$ cat src/sv/hks_pkg.sv
package hks_pkg;

    // Hash arithmetic and modulus widths
    localparam int HASH_W = 32;
    localparam int MOD_W  = 5;

    // Configuration register indexes
    localparam logic [1:0] CFG_MULT_COEFF     = 2'd0;
    localparam logic [1:0] CFG_ADD_COEFF      = 2'd1;
    localparam logic [1:0] CFG_BUCKETS_IN_USE = 2'd2;

    // Operation codes
    localparam logic OP_INSERT = 1'b0;
    localparam logic OP_LOOKUP = 1'b1;

    // Status of the remainder unit
    typedef struct packed {
        logic             done;
        logic [MOD_W-1:0] rem;
    } hks_mod_status_t;

endpackage

$ cat src/sv/hks_mod_unit.sv
// Restoring remainder unit: one dividend bit per cycle.
module hks_mod_unit
(
    input  logic                        clk,
    input  logic                        rst_n,
    input  logic                        load,
    input  logic [hks_pkg::HASH_W-1:0]  dividend,
    input  logic [hks_pkg::MOD_W-1:0]   divisor,
    output hks_pkg::hks_mod_status_t    status
);

    localparam int CW = $clog2(hks_pkg::HASH_W);

    logic [hks_pkg::HASH_W-1:0] shift_reg, shift_next;
    logic [hks_pkg::MOD_W-1:0]  rem_reg, rem_next;
    logic [hks_pkg::MOD_W-1:0]  div_reg, div_next;
    logic [CW-1:0]              cnt_reg, cnt_next;
    logic                       active_reg, active_next;
    logic                       done_reg, done_next;
    logic [hks_pkg::MOD_W:0]    trial;

    // Load, or one remainder step
    always_comb
    begin
        trial       = {rem_reg, shift_reg[hks_pkg::HASH_W-1]};
        shift_next  = shift_reg;
        rem_next    = rem_reg;
        div_next    = div_reg;
        cnt_next    = cnt_reg;
        active_next = active_reg;
        done_next   = 1'b0;
        if (load)
        begin
            shift_next  = dividend;
            rem_next    = '0;
            div_next    = divisor;
            cnt_next    = CW'(hks_pkg::HASH_W - 1);
            active_next = 1'b1;
        end
        else if (active_reg)
        begin
            shift_next = {shift_reg[hks_pkg::HASH_W-2:0], 1'b0};
            if (trial >= {1'b0, div_reg})
            begin
                rem_next = hks_pkg::MOD_W'(trial - {1'b0, div_reg});
            end
            else
            begin
                rem_next = trial[hks_pkg::MOD_W-1:0];
            end
            cnt_next = cnt_reg - 1'b1;
            if (cnt_reg == '0)
            begin
                active_next = 1'b0;
                done_next   = 1'b1;
            end
        end
    end

    always_ff @(posedge clk or negedge rst_n)
    begin
        if (!rst_n)
        begin
            active_reg <= 1'b0;
            done_reg   <= 1'b0;
            cnt_reg    <= '0;
        end
        else
        begin
            active_reg <= active_next;
            done_reg   <= done_next;
            cnt_reg    <= cnt_next;
        end
    end

    // Datapath, no reset
    always_ff @(posedge clk)
    begin
        shift_reg <= shift_next;
        rem_reg   <= rem_next;
        div_reg   <= div_next;
    end

    assign status.done = done_reg;
    assign status.rem  = rem_reg;

endmodule

$ cat config.mk
export PLATFORM = sky130hd
export DESIGN_NAME = hks_mod_unit
export DESIGN_NICKNAME = d
export VERILOG_FILES = /design/src/sv/hks_pkg.sv /design/src/sv/hks_mod_unit.sv
export SDC_FILE = /design/constraint.sdc
export NUM_CORES = 1
export LEC_CHECK = 0
export BUFFER_PORTS_ARGS = -buffer_cell sky130_fd_sc_hd__buf_2
export CORE_ASPECT_RATIO = 2
export CORE_MARGIN = 1.5
export CORE_UTILIZATION = 25
export DETAILED_ROUTE_END_ITERATION = 10
export GPL_TIMING_DRIVEN = 0
export PLACE_DENSITY = 0.5
export SLEW_MARGIN = 20
export SYNTH_ARGS = -nofsm -noshare
export SYNTH_HDL_FRONTEND = slang
export SYNTH_SLANG_ARGS = --single-unit
$ cat constraint.sdc
create_clock -name clk -period 2.3 [get_ports clk]
set_input_delay 0.575 -clock clk [delete_from_list [all_inputs] [get_ports clk]]
set_output_delay 0.575 -clock clk [all_outputs]
set_load 0.01 [all_outputs]
Word level (Yosys, flattened, before mapping)
Index checks and enable logic that the tools add are counted.

word-level totals
  register bits = 49
  bits in latches = 0
  memory bits (writable) = 0
  memory bits (read-only) = 0
  bits of input ports = 40
  output and inout bits = 6
  memories = 0

cells by class
  $add $sub $neg = 2
  multipliers = 0
  div/mod/pow operators = 0
  magnitude comparators = 1
  equal/unequal tests = 0
  shift operators = 0
  multiplexer cells = 11
  bitwise gates (word level) = 0
  reduce and logical (&&, ||, !) cells = 2

operators by type and width
  cell                   number
  $mux W32               2
  $mux W5                3
  $ge A6 B5 Y1           1
  $mux W1                6
  $logic_not A5 Y1       1
  $sub A5 B1 Y5 const B  1
  $sub A5 B5 Y5          1
  $reduce_bool A2 Y1     1

Depth between registers and ports, before layout
  word-level depth = 4
  mapped depth = 8
  gate-level depth less buffers = 8

Worst setup path after synthesis
No wires, ideal clock.

  kind = register -> register
  start point = reg shift_reg[31] (netlist bit)
  end point = reg rem_reg[0] (netlist bit)
  setup time = 79 ps
  arrival = 1,846 ps
  data required time = 2,221 ps
  setup slack = 374 ps
  cell stages (with the launch flop) = 9
  period minus slack after synthesis = 1,926 ps
  cells stage by stage = edfxtp_1 -> inv_1 -> ha_1 -> inv_1 -> fa_1 -> a21oi_2 -> o221ai_4 -> mux2_4 -> a211oi_2

on the way
  longest elaborated chain between the ends = 2
  elaborated cells on any way between the ends = 3

RTL lines
  what                                                  RTL line                                text
  from (decl)                                           hks_mod_unit.sv:14                      logic [hks_pkg::HASH_W-1:0] shift_reg, shift_next;
  from (signal assigned)                                hks_mod_unit.sv:79                      shift_reg <= shift_next;
  $sub A5 B5 Y5 / $ge A6 B5 Y1 (equally long branches)  hks_mod_unit.sv:45, hks_mod_unit.sv:43
  $mux W5 (*)                                           hks_mod_unit.sv:43                      if (trial >= {1'b0, div_reg})
  to (signal assigned)                                  hks_mod_unit.sv:80                      rem_reg <= rem_next;
  to (decl)                                             hks_mod_unit.sv:15                      logic [hks_pkg::MOD_W-1:0] rem_reg, rem_next;

Every way passes the cells marked *; elsewhere a longest branch is shown, timed or not.
A chain may end at the register's enable or synchronous reset.

Worst setup path after layout
Same ends and word-level chain as after synthesis.

==> summary.md <==
| Metric | Value |
|---|---|
| Post-route fraction of the period consumed by the critical path | 90.6% |
| Share of the core filled with cells | 31.2% |
| P&R area growth vs syn | 22.0% |
| Row count | 49 |
| Power density of the placed cells | 864 mW/mm² |
| Number of buffers on the longest clock path | 2 |
| Hold WC Path Type | input pin to async pin |
| Worst setup path start | shift_reg[31] |
| Total Die Area | 0.00971 mm² |
| Unrepaired setup endpoints after global routing | no |
| Average wire length per cell after detail routing | 14.3 µm |
| Initial Utilization | 25.6% |
| Core Area | 0.00889 mm² |
| H-tree depth reported by CTS | 2 |
| Adder-Cell Fraction of Synth Area | 4.18% |
| Clock net sink count | 49 |
| Async set or reset register ratio after synthesis | 14.3% |
| Count of boundary I/O pins | 46 |
| Overall routing resource usage | 10.0% |
| Critical path peak fanout | 7 |
| Quantity of gates resized following cts | 0 |
| Flops & latches, synth | 49 |
| Placer congestion estimate | 0.737 |
| Category of the critical setup timing path | flip-flop to flip-flop |
| Vias in the first global route | 1571 |
| Y dimension of the die | 138 µm |
| DRC violations left | 0 |
| Slew @ Worst Pin | 0.692 ns |
| Syn Std Cell Area | 0.00227 mm² |
| Combinational family with the most area after synthesis | multiplexers |
| Final net count | 254 |
| Mux contribution to synthesized area | 16.5% |
| Number of flops mapped to enable cells by yosys | 37 |
| Cell count after synthesis | 155 |
| Final Skew | 0.00557 ns |
| Clock tree from TritonCTS | done |
| Port Buffer Count | 45 |
| Critical-path top delay cell | sky130_fd_sc_hd__fa_1 |
| Arrival @ worst endpoint | 2.30 ns |
| Post-synthesis compound-gate area fraction | 5.78% |
| Drt initial violations | 52 |
| Setup violations, final | 0 |
| Syn avg cell area | 14.7 µm² |
| Post-DP HPWL | 3190 µm |
| Peak supply drop | 0.000369 V |
| First-pass GRT wire length | 7380 µm |
| Antenna violations before repair | 0 |
| Final wirelength | 4430 µm |
| Filler instances | 896 |
| Remaining Overflow, GRT | 0 |
| First drt pass iteration count | 4 |
| Headroom to the max-slew limit | 53.8% |
| Critical R2R Launch | shift_reg[31] |
| Delay-heaviest family, CP | adder cells |
| Result of the run | finished clean |
| Number of inserted diodes | 0 |
| Overall power | 2400 µW |
| Root cell of the clock tree | sky130_fd_sc_hd__clkbuf_16 |
| Max cap viols | 0 |
| Yosys warning total | 0 |
| Synth Area in Simple Gates | 6.66% |
| Fin. max-slew vios | 0 |
| Final critical path time including I/O delays and setup | 2.08 ns |
| X dimension of the die | 70.4 µm |
| Worst path cell trace | inv_1 -> ha_1 -> inv_1 -> fa_1 -> a21oi_2 -> o221ai_4 -> mux2_4 -> a211oi_2 |
| Total vias in the final route | 1375 |
| Area occupied by multi-input gates | 813 µm² |
| CTS Hold Buffers Added | 0 |
| Share of synthesized area occupied by flip-flops and latches | 61.0% |
| Proportion of layout cells with a drive suffix above 1 | 47.1% |
| Maximum number of pins on one net before global-route repair | 33 |
| Max incr delay on CP | 0.43 ns |
| Kind of launch point of the worst setup path | flip-flop |
| Distinct cell type count after synthesis | 34 |
| Max Clk Rate | 0.480 GHz |
| Fin. Hold Viols | 0 |
| Net count after synthesis | 202 |
| Required time of the critical path | 2.52 ns |
| Total leakage power | 0.00111 µW |
| Register Area | 0.00139 mm² |
| Max FFs per register | 32 |
| Clock transition at path regs | 0.07 ns |
| Dominant register cell in the synthesized netlist | sky130_fd_sc_hd__edfxtp_1 |
| Number of vias per cell | 4.44 |
| Post-synthesis share of cell area spent on xor and xnor gates | 2.70% |
| Clock buffers created by TritonCTS | 5 |
| Number of buffers and inverters on the critical path | 2 |
| Critical path capture point type | flip-flop |
| Setup fix buffers added after clock tree synthesis | 0 |
| Remaining antenna violation count | 0 |
| Insertion delay of the later-clocked pin in the worst-skew pair | 0.29 ns |
| Most frequent CP cell | sky130_fd_sc_hd__inv_1 |
## logic make-up after synthesis
| kind of cell | count (synthesis) |
|---|---|
| simple gates | 29 |
| buf+inv | 17 |
| mux | 33 |
| flops | 49 |
| fa+ha+maj | 7 |
| compound gates | 13 |
| xor+xnor | 7 |
## routing by layer
layer  part of all wire, %  wire length (µm)  global-route usage, %  vias to the layer above
li1                      -                 -                      -                      661
met1                    38              1670                   9.90                      682
met2                    56              2480                   18.4                       25
met3                   3.6               158                   2.54                        7
met4                   2.8               124                   5.98                        0
met5                     0                 0                      0                        -
## cells in the mapped netlist, drive strengths merged, types with 3 or more instances
cell | instances | area share (%)
xnor2 | 5 | 1.9
dfrtp | 7 | 7.7
dfxtp | 5 | 4.4
buf | 6 | 1.4
inv | 10 | 1.7
edfxtp | 37 | 49
ha | 6 | 3.3
nand3 | 3 | 0.88
nand2b | 5 | 1.4
mux2 | 32 | 16
nor2 | 4 | 0.66
a21oi | 3 | 1.3
nand2 | 10 | 1.7
o21ai | 3 | 0.66
## stage by stage
stage | TNS, ns | hold slack (ns) | instances | setup slack [ns] | area [µm²]
after floorplan | 0 | 0.279 | 155 | 0.374 | 2270
after global routing | 0 | 0.111 | 310 | 0.0836 | 2770
after detailed placement | 0 | 0.425 | 302 | 0.120 | 2630
after global placement | -9.18 | 0.423 | 302 | -0.290 | 2630
after CTS | 0 | 0.102 | 310 | 0.178 | 2770
final | 0 | 0.107 | 310 | 0.216 | 2770
## report_power, final
group | switching [µW] | internal [µW] | total (µW)
clock network | 345 | 403 | 748
logic | 256 | 268 | 524
registers | 60.0 | 1060 | 1120
## final cells by class
class / count / share of cell area, %
timing repair buffer: 45 / 8.12
buffer: 7 / 1.31
tap: 102 / 4.60
multi-input combinational: 89 / 29.3
inverter: 10 / 1.35
clock buffer: 5 / 4.51
sequential: 49 / 50.0
clock inverter: 3 / 0.812
## cells in the final DEF, fill, tap and decap left out, types with 2 or more instances in the layout
| master | n |
|---|---|
| sky130_fd_sc_hd__xor2_1 | 2 |
| sky130_fd_sc_hd__a211oi_2 | 2 |
| sky130_fd_sc_hd__nor3_1 | 2 |
| sky130_fd_sc_hd__dfrtp_1 | 7 |
| sky130_fd_sc_hd__mux2_2 | 31 |
| sky130_fd_sc_hd__o21ai_0 | 3 |
| sky130_fd_sc_hd__nand2b_1 | 5 |
| sky130_fd_sc_hd__dfxtp_1 | 5 |
| sky130_fd_sc_hd__buf_2 | 50 |
| sky130_fd_sc_hd__clkinvlp_4 | 3 |
| sky130_fd_sc_hd__xnor2_1 | 5 |
| sky130_fd_sc_hd__ha_1 | 6 |
| sky130_fd_sc_hd__edfxtp_1 | 37 |
| sky130_fd_sc_hd__nor2_1 | 4 |
| sky130_fd_sc_hd__nand3_1 | 2 |
| sky130_fd_sc_hd__o2bb2a_1 | 2 |
| sky130_fd_sc_hd__inv_1 | 9 |
| sky130_fd_sc_hd__clkbuf_16 | 5 |
| sky130_fd_sc_hd__nand2_1 | 10 |
## worst paths after layout
kind / to / slack [ns] / cells past startpoint
max: rem_reg[0] / 0.22 / 8
min: done_reg / 0.11 / 1
max reg2reg: rem_reg[0] / 0.22 / 8
min reg2reg: cnt_reg[4] / 0.53 / 2
max in group asynchronous: cnt_reg[0] / 2.03 / 1
min in group clk: div_reg[4] / 0.46 / 1
(Power assumes the default switching activity.)
